**config.mk**
```make
export PLATFORM = sky130hd
export DESIGN_NAME = index_word_plausibility_filter_flat
export DESIGN_NICKNAME = d
export VERILOG_FILES = /design/src/rtl/iwpf_pkg.sv /design/src/rtl/iwpf_ifs.sv /design/src/rtl/iwpf_cfg_regs.sv /design/src/rtl/iwpf_word_track.sv /design/src/rtl/index_word_plausibility_filter.sv /design/src/flat_wrapper.sv
export VERILOG_INCLUDE_DIRS = /design/src /design/src/rtl
export SDC_FILE = /design/constraint.sdc
export NUM_CORES = 1
export LEC_CHECK = 0
export ABC_AREA = 1
export BUFFER_PORTS_ARGS = -buffer_cell sky130_fd_sc_hd__buf_2
export CAP_MARGIN = 15
export CORE_MARGIN = 8
export CORE_UTILIZATION = 62
export DETAILED_ROUTE_END_ITERATION = 12
export HOLD_SLACK_MARGIN = 0.15
export PLACE_DENSITY = 0.8
export RECOVER_POWER = 25
export SYNTH_ARGS = -nofsm -noshare
export SYNTH_HDL_FRONTEND = slang
export SYNTH_SLANG_ARGS = --single-unit
```
**constraint.sdc**
```tcl
create_clock -name clk -period 3.3 [get_ports clk]
set_clock_uncertainty 0.15 [all_clocks]
set_input_delay 0.495 -clock clk [delete_from_list [all_inputs] [get_ports clk]]
set_output_delay 0.495 -clock clk [all_outputs]
set_load 0.02 [all_outputs]
```
**src/rtl/assert_macros.svh**
```systemverilog
// Assertion helpers for the files that check their own logic.
// Both macros expect clk in the enclosing scope, IWPF_ASSERT also rst_n.
`ifndef ASSERT_MACROS_SVH
`define ASSERT_MACROS_SVH

// Checked at every rising edge outside reset.
`define IWPF_ASSERT(label, prop) \
    label: assert property (@(posedge clk) disable iff (!rst_n) prop) \
        else $error("assertion failed");

// Checked at every rising edge, reset included.
`define IWPF_ASSERT_ALWAYS(label, prop) \
    label: assert property (@(posedge clk) prop) \
        else $error("assertion failed");

`endif

```
**src/rtl/iwpf_pkg.sv**
```systemverilog
package iwpf_pkg;

    localparam int COUNT_SATURATION = 64;
    localparam int CNT_W            = 7;
    localparam int CFG_W            = 6;
    localparam int CFG_IDX_W        = 3;
    localparam int CHAR_W           = 8;

    typedef enum logic [CFG_IDX_W-1:0] {
        REG_MIN_LENGTH        = 3'd0,
        REG_MIN_VOWEL_COUNT   = 3'd1,
        REG_MAX_PUNCT_RUN     = 3'd2,
        REG_MAX_REPEAT_RUN    = 3'd3,
        REG_MAX_VOWEL_RUN     = 3'd4,
        REG_MAX_CONSONANT_RUN = 3'd5
    } cfg_index_t;

    typedef enum logic [2:0] {
        VC_ACRONYM     = 3'd0,
        VC_OK          = 3'd1,
        VC_SHORT       = 3'd2,
        VC_FEW_VOWELS  = 3'd3,
        VC_PUNCT_RUN   = 3'd4,
        VC_REPEAT_RUN  = 3'd5,
        VC_VOWEL_RUN   = 3'd6,
        VC_CONSON_RUN  = 3'd7
    } verdict_code_t;

    typedef enum logic [1:0] {
        FAIL_PUNCT  = 2'd0,
        FAIL_REPEAT = 2'd1,
        FAIL_VOWEL  = 2'd2,
        FAIL_CONSON = 2'd3
    } fail_kind_t;

    localparam logic [CFG_W-1:0] RST_MIN_LENGTH        = 6'd4;
    localparam logic [CFG_W-1:0] RST_MIN_VOWEL_COUNT   = 6'd1;
    localparam logic [CFG_W-1:0] RST_MAX_PUNCT_RUN     = 6'd1;
    localparam logic [CFG_W-1:0] RST_MAX_REPEAT_RUN    = 6'd2;
    localparam logic [CFG_W-1:0] RST_MAX_VOWEL_RUN     = 6'd4;
    localparam logic [CFG_W-1:0] RST_MAX_CONSONANT_RUN = 6'd5;

    typedef struct packed {
        logic [CFG_W-1:0] min_length;
        logic [CFG_W-1:0] min_vowel_count;
        logic [CFG_W-1:0] max_punct_run;
        logic [CFG_W-1:0] max_repeat_run;
        logic [CFG_W-1:0] max_vowel_run;
        logic [CFG_W-1:0] max_consonant_run;
    } cfg_t;

    typedef struct packed {
        logic [CNT_W-1:0]  length_count;
        logic [CNT_W-1:0]  vowel_total;
        logic              acronym_possible;
        logic [CNT_W-1:0]  punct_run;
        logic [CNT_W-1:0]  repeat_run;
        logic [CNT_W-1:0]  vowel_run;
        logic [CNT_W-1:0]  consonant_run;
        logic [CHAR_W-1:0] previous_letter;
        logic              run_failed;
        fail_kind_t        first_failure_kind;
    } word_state_t;

    typedef struct packed {
        logic          accept;
        verdict_code_t code;
    } verdict_t;

    localparam word_state_t WORD_STATE_CLEAR = '{
        length_count:       '0,
        vowel_total:        '0,
        acronym_possible:   1'b1,
        punct_run:          '0,
        repeat_run:         '0,
        vowel_run:          '0,
        consonant_run:      '0,
        previous_letter:    '0,
        run_failed:         1'b0,
        first_failure_kind: FAIL_PUNCT
    };

    function automatic logic [CNT_W-1:0] sat_inc(input logic [CNT_W-1:0] v);
        return (v < CNT_W'(COUNT_SATURATION)) ? v + CNT_W'(1) : v;
    endfunction

    function automatic logic digit_byte(input logic [CHAR_W-1:0] c);
        return c inside {[8'h30:8'h39]};
    endfunction

    function automatic logic upper_byte(input logic [CHAR_W-1:0] c);
        return c inside {[8'h41:8'h5A]};
    endfunction

    function automatic logic punct_byte(input logic [CHAR_W-1:0] c);
        return c inside {[8'h21:8'h2F], [8'h3A:8'h40], [8'h5B:8'h60], [8'h7B:8'h7E]};
    endfunction

    function automatic logic vowel_byte(input logic [CHAR_W-1:0] c);
        logic [CHAR_W-1:0] l;
        l = upper_byte(c) ? (c | 8'h20) : c;
        return l inside {8'h61, 8'h65, 8'h69, 8'h6F, 8'h75};
    endfunction

endpackage

```
**src/rtl/iwpf_ifs.sv**
```systemverilog
interface iwpf_char_if;
    import iwpf_pkg::*;

    logic              valid;
    logic              ready;
    logic [CHAR_W-1:0] char_code;
    logic              end_of_word;

    modport source (output valid, output char_code, output end_of_word, input ready);
    modport sink   (input valid, input char_code, input end_of_word, output ready);
endinterface

interface iwpf_verdict_if;
    import iwpf_pkg::*;

    logic       valid;
    logic       ready;
    logic       accept;
    logic [2:0] verdict_code;

    modport source (output valid, output accept, output verdict_code, input ready);
    modport sink   (input valid, input accept, input verdict_code, output ready);
endinterface

```
**src/rtl/iwpf_cfg_regs.sv**
```systemverilog
module iwpf_cfg_regs (
    input  logic                          clk,
    input  logic                          rst_n,
    input  logic                          cfg_we,
    input  logic [iwpf_pkg::CFG_IDX_W-1:0] cfg_index,
    input  logic [iwpf_pkg::CFG_W-1:0]    cfg_data,
    output iwpf_pkg::cfg_t                cfg
);
    import iwpf_pkg::*;

    cfg_t cfg_reg;
    cfg_t cfg_next;

    always_comb
    begin
        cfg_next = cfg_reg;
        if (cfg_we)
        begin
            case (cfg_index)
                REG_MIN_LENGTH:        cfg_next.min_length        = cfg_data;
                REG_MIN_VOWEL_COUNT:   cfg_next.min_vowel_count   = cfg_data;
                REG_MAX_PUNCT_RUN:     cfg_next.max_punct_run     = cfg_data;
                REG_MAX_REPEAT_RUN:    cfg_next.max_repeat_run    = cfg_data;
                REG_MAX_VOWEL_RUN:     cfg_next.max_vowel_run     = cfg_data;
                REG_MAX_CONSONANT_RUN: cfg_next.max_consonant_run = cfg_data;
                default:               cfg_next = cfg_reg;
            endcase
        end
    end

    always_ff @(posedge clk or negedge rst_n)
    begin
        if (!rst_n)
        begin
            cfg_reg.min_length        <= RST_MIN_LENGTH;
            cfg_reg.min_vowel_count   <= RST_MIN_VOWEL_COUNT;
            cfg_reg.max_punct_run     <= RST_MAX_PUNCT_RUN;
            cfg_reg.max_repeat_run    <= RST_MAX_REPEAT_RUN;
            cfg_reg.max_vowel_run     <= RST_MAX_VOWEL_RUN;
            cfg_reg.max_consonant_run <= RST_MAX_CONSONANT_RUN;
        end
        else
        begin
            cfg_reg <= cfg_next;
        end
    end

    assign cfg = cfg_reg;

endmodule

```
**src/rtl/iwpf_word_track.sv**
```systemverilog
module iwpf_word_track (
    input  logic                        clk,
    input  logic                        rst_n,
    input  logic                        fire,
    input  logic [iwpf_pkg::CHAR_W-1:0] char_code,
    input  logic                        end_of_word,
    input  iwpf_pkg::cfg_t              cfg,
    output iwpf_pkg::verdict_t          verdict
);
    import iwpf_pkg::*;

    word_state_t st_reg;
    word_state_t st_next;
    word_state_t upd;

    logic c_digit;
    logic c_punct;
    logic c_upper;
    logic c_vowel;
    logic letter_match;

    always_comb
    begin
        c_digit      = digit_byte(char_code);
        c_punct      = punct_byte(char_code);
        c_upper      = upper_byte(char_code);
        c_vowel      = vowel_byte(char_code);
        letter_match = (char_code != '0) && (char_code == st_reg.previous_letter);

        upd = st_reg;
        if ((st_reg.length_count == '0 && !c_upper) || !(c_digit || c_punct || c_upper))
        begin
            upd.acronym_possible = 1'b0;
        end
        upd.length_count = sat_inc(st_reg.length_count);

        if (c_digit)
        begin
            upd.punct_run       = '0;
            upd.repeat_run      = '0;
            upd.vowel_run       = '0;
            upd.consonant_run   = '0;
            upd.previous_letter = '0;
        end
        else if (c_punct)
        begin
            upd.punct_run     = sat_inc(st_reg.punct_run);
            upd.vowel_run     = '0;
            upd.consonant_run = '0;
            if (!upd.run_failed && upd.punct_run > CNT_W'(cfg.max_punct_run))
            begin
                upd.run_failed         = 1'b1;
                upd.first_failure_kind = FAIL_PUNCT;
            end
        end
        else
        begin
            // Repeat check comes first, so it wins over a run failure on the same byte.
            if (letter_match)
            begin
                upd.repeat_run = sat_inc(st_reg.repeat_run);
                if (!upd.run_failed && upd.repeat_run > CNT_W'(cfg.max_repeat_run))
                begin
                    upd.run_failed         = 1'b1;
                    upd.first_failure_kind = FAIL_REPEAT;
                end
            end
            else
            begin
                upd.repeat_run      = '0;
                upd.previous_letter = char_code;
            end

            if (c_vowel)
            begin
                upd.vowel_total   = sat_inc(st_reg.vowel_total);
                upd.vowel_run     = sat_inc(st_reg.vowel_run);
                upd.consonant_run = '0;
                upd.punct_run     = '0;
                if (!upd.run_failed && upd.vowel_run > CNT_W'(cfg.max_vowel_run))
                begin
                    upd.run_failed         = 1'b1;
                    upd.first_failure_kind = FAIL_VOWEL;
                end
            end
            else
            begin
                upd.consonant_run = sat_inc(st_reg.consonant_run);
                upd.vowel_run     = '0;
                upd.punct_run     = '0;
                if (!upd.run_failed && upd.consonant_run > CNT_W'(cfg.max_consonant_run))
                begin
                    upd.run_failed         = 1'b1;
                    upd.first_failure_kind = FAIL_CONSON;
                end
            end
        end
    end

    always_comb
    begin
        if (upd.acronym_possible)
        begin
            verdict.code = VC_ACRONYM;
        end
        else if (upd.length_count < CNT_W'(cfg.min_length))
        begin
            verdict.code = VC_SHORT;
        end
        else if (upd.vowel_total < CNT_W'(cfg.min_vowel_count))
        begin
            verdict.code = VC_FEW_VOWELS;
        end
        else if (upd.run_failed)
        begin
            case (upd.first_failure_kind)
                FAIL_PUNCT:  verdict.code = VC_PUNCT_RUN;
                FAIL_REPEAT: verdict.code = VC_REPEAT_RUN;
                FAIL_VOWEL:  verdict.code = VC_VOWEL_RUN;
                FAIL_CONSON: verdict.code = VC_CONSON_RUN;
                default:     verdict.code = VC_PUNCT_RUN;
            endcase
        end
        else
        begin
            verdict.code = VC_OK;
        end
        verdict.accept = (verdict.code == VC_ACRONYM) || (verdict.code == VC_OK);
    end

    always_comb
    begin
        st_next = st_reg;
        if (fire)
        begin
            st_next = end_of_word ? WORD_STATE_CLEAR : upd;
        end
    end

    always_ff @(posedge clk or negedge rst_n)
    begin
        if (!rst_n)
        begin
            st_reg <= WORD_STATE_CLEAR;
        end
        else
        begin
            st_reg <= st_next;
        end
    end

endmodule

```
**src/rtl/index_word_plausibility_filter.sv**
```systemverilog
// Word plausibility filter for a text indexer.
// The chars channel carries one byte of a candidate word per transaction,
// with end_of_word set on the final byte. The verdicts channel carries one
// transaction per word: accept and a 3-bit verdict_code.
// Throughput is one byte per cycle unless the verdict register is stalled;
// the per-byte classification and the counter updates all settle between
// the word state registers and the verdict register. The verdict of a word
// is valid in the cycle after its final byte is accepted.
// A single verdict register sits on the output. While it holds a verdict
// that the receiver has not taken, chars.ready is low; when the receiver
// takes it, a new byte is accepted in the same cycle.
// The configuration port writes cfg_data into register cfg_index at every
// clock edge with cfg_we high; indexes past the last register are ignored.
// Write it only while no word is in progress.
// Reset loads the register defaults, clears the word state and empties the
// verdict register.
`include "assert_macros.svh"

module index_word_plausibility_filter (
    input  logic                           clk,
    input  logic                           rst_n,
    input  logic                           cfg_we,
    input  logic [iwpf_pkg::CFG_IDX_W-1:0] cfg_index,
    input  logic [iwpf_pkg::CFG_W-1:0]     cfg_data,
    iwpf_char_if.sink                      chars,
    iwpf_verdict_if.source                 verdicts
);
    import iwpf_pkg::*;

    cfg_t     cfg;
    verdict_t byte_verdict;
    logic     in_fire;

    logic     out_valid_reg;
    logic     out_valid_next;
    verdict_t out_data_reg;
    verdict_t out_data_next;

    assign chars.ready = !out_valid_reg || verdicts.ready;
    assign in_fire     = chars.valid && chars.ready;

    iwpf_cfg_regs u_cfg (
        .clk       (clk),
        .rst_n     (rst_n),
        .cfg_we    (cfg_we),
        .cfg_index (cfg_index),
        .cfg_data  (cfg_data),
        .cfg       (cfg)
    );

    iwpf_word_track u_track (
        .clk         (clk),
        .rst_n       (rst_n),
        .fire        (in_fire),
        .char_code   (chars.char_code),
        .end_of_word (chars.end_of_word),
        .cfg         (cfg),
        .verdict     (byte_verdict)
    );

    always_comb
    begin
        out_valid_next = out_valid_reg;
        out_data_next  = out_data_reg;
        if (in_fire && chars.end_of_word)
        begin
            out_valid_next = 1'b1;
            out_data_next  = byte_verdict;
        end
        else if (verdicts.ready)
        begin
            out_valid_next = 1'b0;
        end
    end

    always_ff @(posedge clk or negedge rst_n)
    begin
        if (!rst_n)
        begin
            out_valid_reg <= 1'b0;
        end
        else
        begin
            out_valid_reg <= out_valid_next;
        end
    end

    always_ff @(posedge clk)
    begin
        out_data_reg <= out_data_next;
    end

    assign verdicts.valid        = out_valid_reg;
    assign verdicts.accept       = out_data_reg.accept;
    assign verdicts.verdict_code = out_data_reg.code;

    // A final byte always leaves a verdict behind.
    `IWPF_ASSERT(a_final_byte_gives_verdict, in_fire && chars.end_of_word |=> out_valid_reg)

    // A byte inside a word never produces a verdict on its own.
    `IWPF_ASSERT(a_inner_byte_no_verdict,
        in_fire && !chars.end_of_word && verdicts.ready |=> !out_valid_reg)

    // The accept flag agrees with the verdict code.
    `IWPF_ASSERT(a_accept_matches_code,
        out_valid_reg |-> (out_data_reg.accept ==
            ((out_data_reg.code == VC_ACRONYM) || (out_data_reg.code == VC_OK))))

    // While reset is held the output stays empty.
    `IWPF_ASSERT_ALWAYS(a_reset_empties_output, !rst_n |-> !out_valid_reg)

endmodule

```
**src/flat_wrapper.sv**
```systemverilog
// flat-port wrapper written by rule: the top's interface ports become plain ports
module index_word_plausibility_filter_flat import iwpf_pkg::*;
  (clk, rst_n, cfg_we, cfg_index, cfg_data, chars_valid, chars_char_code, chars_end_of_word, chars_ready, verdicts_valid, verdicts_accept, verdicts_verdict_code, verdicts_ready);
  iwpf_char_if chars_i ();
  iwpf_verdict_if verdicts_i ();
  input  logic clk;
  input  logic rst_n;
  input  logic cfg_we;
  input  logic [iwpf_pkg::CFG_IDX_W-1:0] cfg_index;
  input  logic [iwpf_pkg::CFG_W-1:0] cfg_data;
  input wire logic [$bits(chars_i.valid)-1:0] chars_valid;
  input wire logic [$bits(chars_i.char_code)-1:0] chars_char_code;
  input wire logic [$bits(chars_i.end_of_word)-1:0] chars_end_of_word;
  output wire logic [$bits(chars_i.ready)-1:0] chars_ready;
  output wire logic [$bits(verdicts_i.valid)-1:0] verdicts_valid;
  output wire logic [$bits(verdicts_i.accept)-1:0] verdicts_accept;
  output wire logic [$bits(verdicts_i.verdict_code)-1:0] verdicts_verdict_code;
  input wire logic [$bits(verdicts_i.ready)-1:0] verdicts_ready;
  assign chars_i.valid = chars_valid;
  assign chars_i.char_code = chars_char_code;
  assign chars_i.end_of_word = chars_end_of_word;
  assign chars_ready = chars_i.ready;
  assign verdicts_valid = verdicts_i.valid;
  assign verdicts_accept = verdicts_i.accept;
  assign verdicts_verdict_code = verdicts_i.verdict_code;
  assign verdicts_i.ready = verdicts_ready;
  index_word_plausibility_filter u_core (.clk(clk), .rst_n(rst_n), .cfg_we(cfg_we), .cfg_index(cfg_index), .cfg_data(cfg_data), .chars(chars_i), .verdicts(verdicts_i));
endmodule
```
# Yosys cells after proc, flatten, opt, wreduce, memory -nomap -nowiden
# Index checks and enable logic that the tools add are counted.
# W data, S select, Z words.
word_totals:
  reg_bits: 95
  input_bits: 23
  output_inout_bits: 6
  wordCells: 143
classes:
  add_sub_neg: 6
  n_lt_le_gt_ge: 24
  n_eq_ne: 17
  mux: 37
  n_reduce_logical: 40
op_table:
  columns: ["operator", "count"]
  rows:
  - ["$mux W7", 12]
  - ["$mux W54", 1]
  - ["$add A7 B1 Y7 const B", 6]
  - ["$lt A7 B7 Y1 const B", 6]
  - ["$mux W3", 14]
  - ["$eq A8 B7 Y1 const B", 5]
  - ["$mux W36", 1]
  - ["$le A8 B7 Y1 const B", 4]
  - ["$gt A7 B6 Y1", 4]
  - ["$mux W14", 2]
  - ["$ge A8 B6 Y1 const B", 3]
  - ["$ge A8 B7 Y1 const B", 3]
  - ["$le A8 B6 Y1 const B", 2]
  - ["$mux W8", 2]
  - ["$logic_and A1 B1 Y1", 14]
  - ["$lt A7 B6 Y1", 2]
  - ["$reduce_and A2 Y1", 7]
  - ["$pmux W3 S4", 1]
  - ["$eq A8 B8 Y1", 1]
  - ["$reduce_bool A8 Y1", 1]
  - ["$logic_not A7 Y1", 1]
  - ["$eq A3 B1 Y1 const B", 2]
  - ["$eq A3 B2 Y1 const B", 2]
  - ["$eq A3 B3 Y1 const B", 2]
  - ["13 further kinds", 26]

# Depth between registers and ports, before layout
# Gate-level depths: netlist of the first run.
depth:
  word_depth: 22
  ltp_mapped: 22
  mapped_depth_nobuf: 22

# Modules after synthesis
# A second synthesis of the first run with hierarchy kept.
hier_totals:
  cells_unflattened: 790
  area_unflattened_um2: 6040.8
modules_own_cells:
  columns: ["module", "instances", "cells_per_inst", "area_per_inst_um2", "seq_area_each_um2"]
  rows:
  - ["iwpf_word_track", 1, 608, 4386.7, 1352.5]
  - ["iwpf_cfg_regs", 1, 169, 1470.2, 909.6]
  - ["index_word_plausibility_filter", 1, 13, 183.9, 145.1]

# Worst setup path after synthesis of the first run
# No wires, ideal clock.
synth_timing:
  kind: "input port to flip-flop"
  startpoint: "input port chars_char_code[0]"
  endpoint: "register u_core.out_data_reg, in the netlist u_core.verdicts.accept, data pin"
  setup_ns: 0.259
  arrival_ns: 2.433
  required_ns: 2.891
  path_slack_ns: 0.459
  path_stages: 18
  path_buffers: 0
  path_cell_list: "inv_1 nor3_1 nand3_1 nor2_2 inv_1 nor2_1 nand2_1 nor2_1 xor2_1 inv_1 ha_1 a21oi_1 o211ai_1 inv_1 nand2_1 nand2_1 nor2_1 o21bai_1"
synth_rtl:
  columns: ["item", "line", "rtl"]
  rows:
  - ["from (decl)", "flat_wrapper.sv:12", "input wire logic [$bits(chars_i.char_code)-1:0] chars_char_code;"]
  - ["to (signal assigned)", "index_word_plausibility_filter.sv:90", "out_data_reg <= out_data_next;"]
  - ["to (decl)", "index_word_plausibility_filter.sv:36", "verdict_t out_data_reg;"]

==> results.sh, run 1 <==
export IMPL_status="finished with violations"
export IMPL_failed_checks="max-capacitance violations, max-slew violations"
export IMPL_worst_hold_slack_ns=0.2489
export IMPL_antenna_left=0
export IMPL_finalNetCount=863
export IMPL_p_per_area_nw_per_um2=444.4
export IMPL_fmax_mhz=327.3
export IMPL_synthFlopType="dfrtp_1"
export IMPL_clk_latency_ns=0.37
export IMPL_postSynthCellCount=770
export IMPL_cts_max_level=3
export IMPL_yosys_warnings=0
export IMPL_fp_coreArea_um2=9284
export IMPL_die_area_um2=12950
export IMPL_cts_path_max_buffers=2
export IMPL_post_cts_setup_buffer_count=0
export IMPL_critPathArrivalTime_ns=3.04
export IMPL_die_y_um=113.8
export IMPL_async_flop_share_pct=95.79
export IMPL_synthTopCellsByArea="dfrtp_1, nand2_1, ha_1, inv_1, o21ai_0"
export IMPL_largest_register_ffs=54
export IMPL_synth_cell_types=48
export IMPL_synth_top_cell_area_share_pct=35.02
export IMPL_cp_data_required_time_ns=3.28
export IMPL_ir_drop_uv=229.8
export IMPL_n_antenna_cell=0
export IMPL_place_hpwl_um=9902
export IMPL_crit_path_max_fanout=5
export IMPL_drv_slew=59
export IMPL_netlist_area_um2=5931
export IMPL_root_buffer="clkbuf_8"
export IMPL_initial_core_util_pct=63.88
export IMPL_num_fill_cells=808
export IMPL_num_rows=35
export IMPL_drt_wirelength_per_cell_um=14.12
export IMPL_groute_usage_overall_pct=21.74
export IMPL_gr_total_overflow=0
export IMPL_worst_pin_slew_ns=1.521
export IMPL_die_w_um=113.8
export IMPL_cts_tree="built"
export IMPL_cellLeakagePower_nw=3.277
export IMPL_finalSetupViolCount=0
export IMPL_drc_errors=0
export IMPL_drt_pass1_iter_count=5
export IMPL_grt_max_degree=60
export IMPL_fin_crit_ns=3.056
export IMPL_cap_violations=1
export IMPL_vias=4996
export IMPL_hold_path_class="input pin to flip-flop"
export IMPL_antenna_found_initial=0
export IMPL_synth_edf_count=4
export IMPL_viasPerCell=5.355
export IMPL_post_route_period_util_pct=92.60
export IMPL_hold_viol_final=0
export IMPL_clk_pin_slew_ns=0.09
export IMPL_relSlewSlack_pct=-1.379
export IMPL_finalPower_w=0.002848
export IMPL_wirelength_um=13170
export IMPL_crit_type="flip-flop to flip-flop"
export IMPL_portBuffers=28
export IMPL_syn_nets=834
export IMPL_ys_ff_latch=95
export IMPL_rsz0062_at_grt="no"
export IMPL_grt_first_pass_wirelength_um=22910
export IMPL_drt_iter0_drc=352
export IMPL_r2r_slack_ns=0.24
export IMPL_synth_area_leader_cell="dfrtp_1"
export IMPL_endpoint_kind="flip-flop"
export IMPL_grt_pass1_vias=4954
export IMPL_fin_setup_tns_ns=0
export IMPL_syn2layout_area_growth_pct=8.059
export IMPL_layout_area_seq_um2=2407
export IMPL_final_layout_size_suffix_gt1_share_pct=11.19
export IMPL_gp_congestion=0.9049
export IMPL_multi_input_area_um2=2928
export IMPL_syn_avg_cell_area_um2=7.702
export IMPL_ys_seq_area_share_pct=40.59
export IMPL_cts_num_sinks=95
export IMPL_critPathLaunchType="flip-flop"
export IMPL_pin_count=29
export IMPL_numCtsBuffers=9
-- synthesized netlist by cell type, drive strengths merged (4+ instances only) --
library cell and n:
nor3 18, inv 135, clkbuf 11, edfxtp 4
nand3 53, xnor2 4, ha 41, o22ai 11
dfstp 8, a21oi 15, nand4 7, o21ai 80
nand2 196, xor2 22, buf 5, dfrtp 83
nor2 53
-- metrics by stage --
stage | instances | utilization, % | area, um^2 | setup slack (ns)
after floorplan | 770 | - | 5931 | 0.4586
after global placement | 916 | 66.85 | 6206 | 0.1079
after detailed placement | 916 | 66.85 | 6206 | -0.03710
after CTS | 933 | 69.04 | 6410 | 0.2603
after global routing | 933 | 69.03 | 6409 | 0.001275
final | 933 | 69.03 | 6409 | 0.2443
-- path summary, 6_finish.rpt --
| check | depth (start not counted) | start | to |
|---|---|---|---|
| worst max-delay path | 17 | u_core.u_track.st_reg[17] | u_core.verdicts.accept |
| max in group asynchronous | 3 | rst_n | u_core.u_cfg.cfg[18] |
| worst min register to register | 2 | u_core.u_cfg.cfg[3] | u_core.u_cfg.cfg[3] |
| worst max register to register | 17 | u_core.u_track.st_reg[17] | u_core.verdicts.accept |
| worst min-delay path | 3 | chars_char_code[0] | u_core.u_track.st_reg[3] |
| min in group asynchronous | 2 | rst_n | u_core.u_track.st_reg[23] |
-- per-layer routing --
| metal | vias to the layer above | routed length (um) | global-route usage, % |
|---|---|---|---|
| met3 | 25 | 505 | 3.751 |
| li1 | 2536 | - | - |
| met4 | 0 | 245 | 8.075 |
| met5 | - | 0 | 0 |
| met2 | 108 | 6310 | 36.21 |
| met1 | 2327 | 6109 | 27.64 |
-- cells in the final DEF (no fill, tap or decap), types with 3 or more instances in the layout --
master      n
o22ai_1    11
xnor2_1     4
ha_1       41
buf_4       4
edfxtp_1    4
inv_2       8
buf_2      25
o21ai_0    67
dfstp_2     8
nand2_4     3
nand4_1     7
xor2_1     22
o21ai_2     9
nand2_1   191
nor2_1     47
dfrtp_1    83
a21oi_1    13
nor3_1     17
clkbuf_8   12
inv_1     124
nand3_1    52
o21ai_1     4
-- cell families (layout without fill, tap and decap cells) --
logic type	Yosys count	in the layout	share of synthesized area, %
AO/OA/AOI/OAI	122	122	11.96
AND/OR/NAND/NOR	333	333	24.68
XOR/XNOR	26	26	3.840
multiplexers	1	1	0.1688
flip-flops	95	95	40.59
buffers and inverters	152	186	10.11
adder cells (fa/ha/maj)	41	41	8.650
-- repair_timing --
item                                    4_1_cts  5_1_grt
gates resized for setup                       0        2
hold buffers                                  1        0
endpoints found under the setup margin        0        1
endpoints found under the hold margin        55        0
-- worst max-delay path, stage by stage (launching register included) --
cell and delay [ns]:
dfrtp_1 0.43, inv_1 0.10, nand2_1 0.09, nor3_1 0.22, xor2_1 0.24, inv_1 0.07, ha_1 0.29, nand2_1 0.05
nor2_1 0.14, nand2_1 0.07, nand2_1 0.07, nand3_1 0.13, nand2_1 0.14, nor3_1 0.06, nor2_1 0.25, nand2_1 0.14
nor2_1 0.10, o21bai_1 0.07
-- power breakdown --
| group | internal [W] | total, W | switching, W |
|---|---|---|---|
| registers | 0.00131 | 0.00139 | 0.0000779 |
| clock network | 0.000336 | 0.000757 | 0.000421 |
| logic | 0.000251 | 0.000698 | 0.000447 |
-- final cells by class --
cell class	instances	share of cell area (%)
Inverter	136	8.122
Clock buffer	12	2.577
Clock inverter	4	0.4490
Timing Repair Buffer	34	3.085
Tap cell	129	2.519
Sequential cell	95	37.56
Multi-Input combinational cell	523	45.69
No activity file was read; power rests on OpenSTA's default activity.
==> run 2, diff against run 1 <==
Settings changed: RECOVER_POWER 25 to not set.
==> results.sh, run 2 (synthesis results as in run 1) <==
export IMPL_drt_pass1_iter_count=5
export IMPL_die_y_um=113.8
export IMPL_relSlewSlack_pct=48.54
export IMPL_clk_pin_slew_ns=0.09
export IMPL_cts_path_max_buffers=2
export IMPL_cp_data_required_time_ns=3.28
export IMPL_worst_hold_slack_ns=0.2470
export IMPL_max_stage_delay_ns=0.43
export IMPL_cp_slowest_cell="dfrtp_1"
export IMPL_cts_num_sinks=95
export IMPL_cellLeakagePower_nw=3.283
export IMPL_place_hpwl_um=9902
export IMPL_r2r_cells=17
export IMPL_grt_pass1_vias=4954
export IMPL_layout_common_cells="nand2_1, inv_1, dfrtp_1, o21ai_0, nand3_1"
export IMPL_cap_violations=0
export IMPL_cts_max_level=3
export IMPL_grt_max_degree=60
export IMPL_num_rows=35
export IMPL_layout_area_seq_um2=2407
export IMPL_gp_congestion=0.9049
export IMPL_crit_type="flip-flop to flip-flop"
export IMPL_grt_first_pass_wirelength_um=22910
export IMPL_hold_viol_final=0
export IMPL_path_cells="inv_1, nand2_1, nor3_1, xor2_1, inv_1, ha_1, nand2_1, nor2_1, nand2_1, nand2_1, nand3_1, nand2_1, nor3_1, nor2_1, nand2_1, nor2_1, o21bai_1"
export IMPL_portBuffers=28
export IMPL_fin_crit_ns=3.048
export IMPL_min_delay_path_depth=3
export IMPL_groute_usage_overall_pct=21.74
export IMPL_critPathLaunchType="flip-flop"
export IMPL_post_route_period_util_pct=92.37
export IMPL_initial_core_util_pct=63.88
export IMPL_finalSetupViolCount=0
export IMPL_multi_input_area_um2=2928
export IMPL_finalNetCount=863
export IMPL_endpoint_kind="flip-flop"
export IMPL_antenna_found_initial=0
export IMPL_hold_path_class="input pin to flip-flop"
export IMPL_status="finished clean"
export IMPL_p_per_area_nw_per_um2=444.3
export IMPL_gr_total_overflow=0
export IMPL_root_buffer="clkbuf_8"
export IMPL_mostFrequentLayoutCell="nand2_1"
export IMPL_syn2layout_area_growth_pct=8.143
export IMPL_largest_register_ffs=54
export IMPL_pin_count=29
export IMPL_worst_pin_slew_ns=0.7719
export IMPL_drt_iter0_drc=368
export IMPL_cts_tree="built"
export IMPL_critPathArrivalTime_ns=3.03
export IMPL_drt_wirelength_per_cell_um=14.12
export IMPL_place_ws_ns=-0.03710
export IMPL_rsz0062_at_grt="no"
export IMPL_critPathTopFamily="simple AND/OR/NAND/NOR gates"
export IMPL_n_antenna_cell=0
export IMPL_final_layout_size_suffix_gt1_share_pct=11.44
export IMPL_num_fill_cells=805
export IMPL_ir_drop_uv=229.7
export IMPL_final_core_utilization_pct=69.08
export IMPL_crit_cells=17
export IMPL_wirelength_um=13180
export IMPL_cp_common_cell="nand2_1"
export IMPL_crit_path_max_fanout=5
export IMPL_cp_num_buf_inv=2
export IMPL_fp_coreArea_um2=9284
export IMPL_clk_latency_ns=0.37
export IMPL_vias=5021
export IMPL_post_cts_setup_buffer_count=0
export IMPL_drc_errors=0
export IMPL_fmax_mhz=328.1
export IMPL_setup_ws_ns=0.2519
export IMPL_numCtsBuffers=9
export IMPL_viasPerCell=5.382
export IMPL_die_w_um=113.8
export IMPL_die_area_um2=12950
export IMPL_antenna_left=0
export IMPL_drv_slew=0
==> run 2: cell count changes in the layout (fill, tap and decap cells not counted), sizes merged <==
| cell | previous run | this run |
|---|---|---|
| buf | 30 | 33 |
| clkbuf | 15 | 12 |
==> run 2: layer usage <==
metal	global-route usage, %	vias to the layer above	wire (um)
met2	36.21	123	6266
met5	0	-	0
met1	27.64	2334	6065
met4	8.075	0	277
li1	-	2536	-
met3	3.751	28	565
==> run 2: worst register-to-register path, stage by stage (launching register included) <==
cell,delay [ns]
dfrtp_1,0.43
inv_1,0.10
nand2_1,0.09
nor3_1,0.22
xor2_1,0.24
inv_1,0.07
ha_1,0.29
nand2_1,0.05
nor2_1,0.14
nand2_1,0.07
nand2_1,0.07
nand3_1,0.13
nand2_1,0.14
nor3_1,0.06
nor2_1,0.25
nand2_1,0.14
nor2_1,0.10
o21bai_1,0.07
==> run 2: layout make-up <==
cell class                 count  area share (%)
multi-input combinational    523           45.65
timing repair buffer          34           3.160
clock inverter                 4          0.4487
inverter                     136           8.115
clock buffer                  12           2.575
sequential                    95           37.53
tap                          129           2.517
==> run 2: worst paths after layout <==
check	endpoint	slack, ns	start
worst max-delay path	u_core.verdicts.accept	0.25	u_core.u_track.st_reg[17]
worst min-delay path	u_core.u_track.st_reg[3]	0.25	chars_char_code[0]
worst max register to register	u_core.verdicts.accept	0.25	u_core.u_track.st_reg[17]
worst min register to register	u_core.u_cfg.cfg[3]	0.34	u_core.u_cfg.cfg[3]
max in group asynchronous	u_core.u_cfg.cfg[18]	1.68	rst_n
min in group asynchronous	u_core.u_track.st_reg[23]	0.58	rst_n
==> run 2: report_power, final <==
part / internal [W] / leakage, nW / switching, W
Combinational: 0.000252 / 1.96 / 0.000446
Clock: 0.000336 / 0.0946 / 0.000422
Sequential: 0.00131 / 1.23 / 0.0000788
==> run 2: repair_timing <==
| item | 4_1_cts | 5_1_grt |
|---|---|---|
| hold buffers | 1 | 0 |
| resized for setup | 0 | 2 |
| setup endpoints to repair | 0 | 1 |
| endpoints found under the hold margin | 55 | 0 |
==> run 2: metrics by stage <==
step	TNS [ns]	power, W	std cells	cell area [um^2]
finish	0	0.002849	933	6414
global route	0	0.003035	933	6414
CTS	0	0.002858	933	6410
detailed placement	-0.05228	0.002105	916	6206
global placement	0	0.002064	916	6206
floorplan	0	0.001901	770	5931
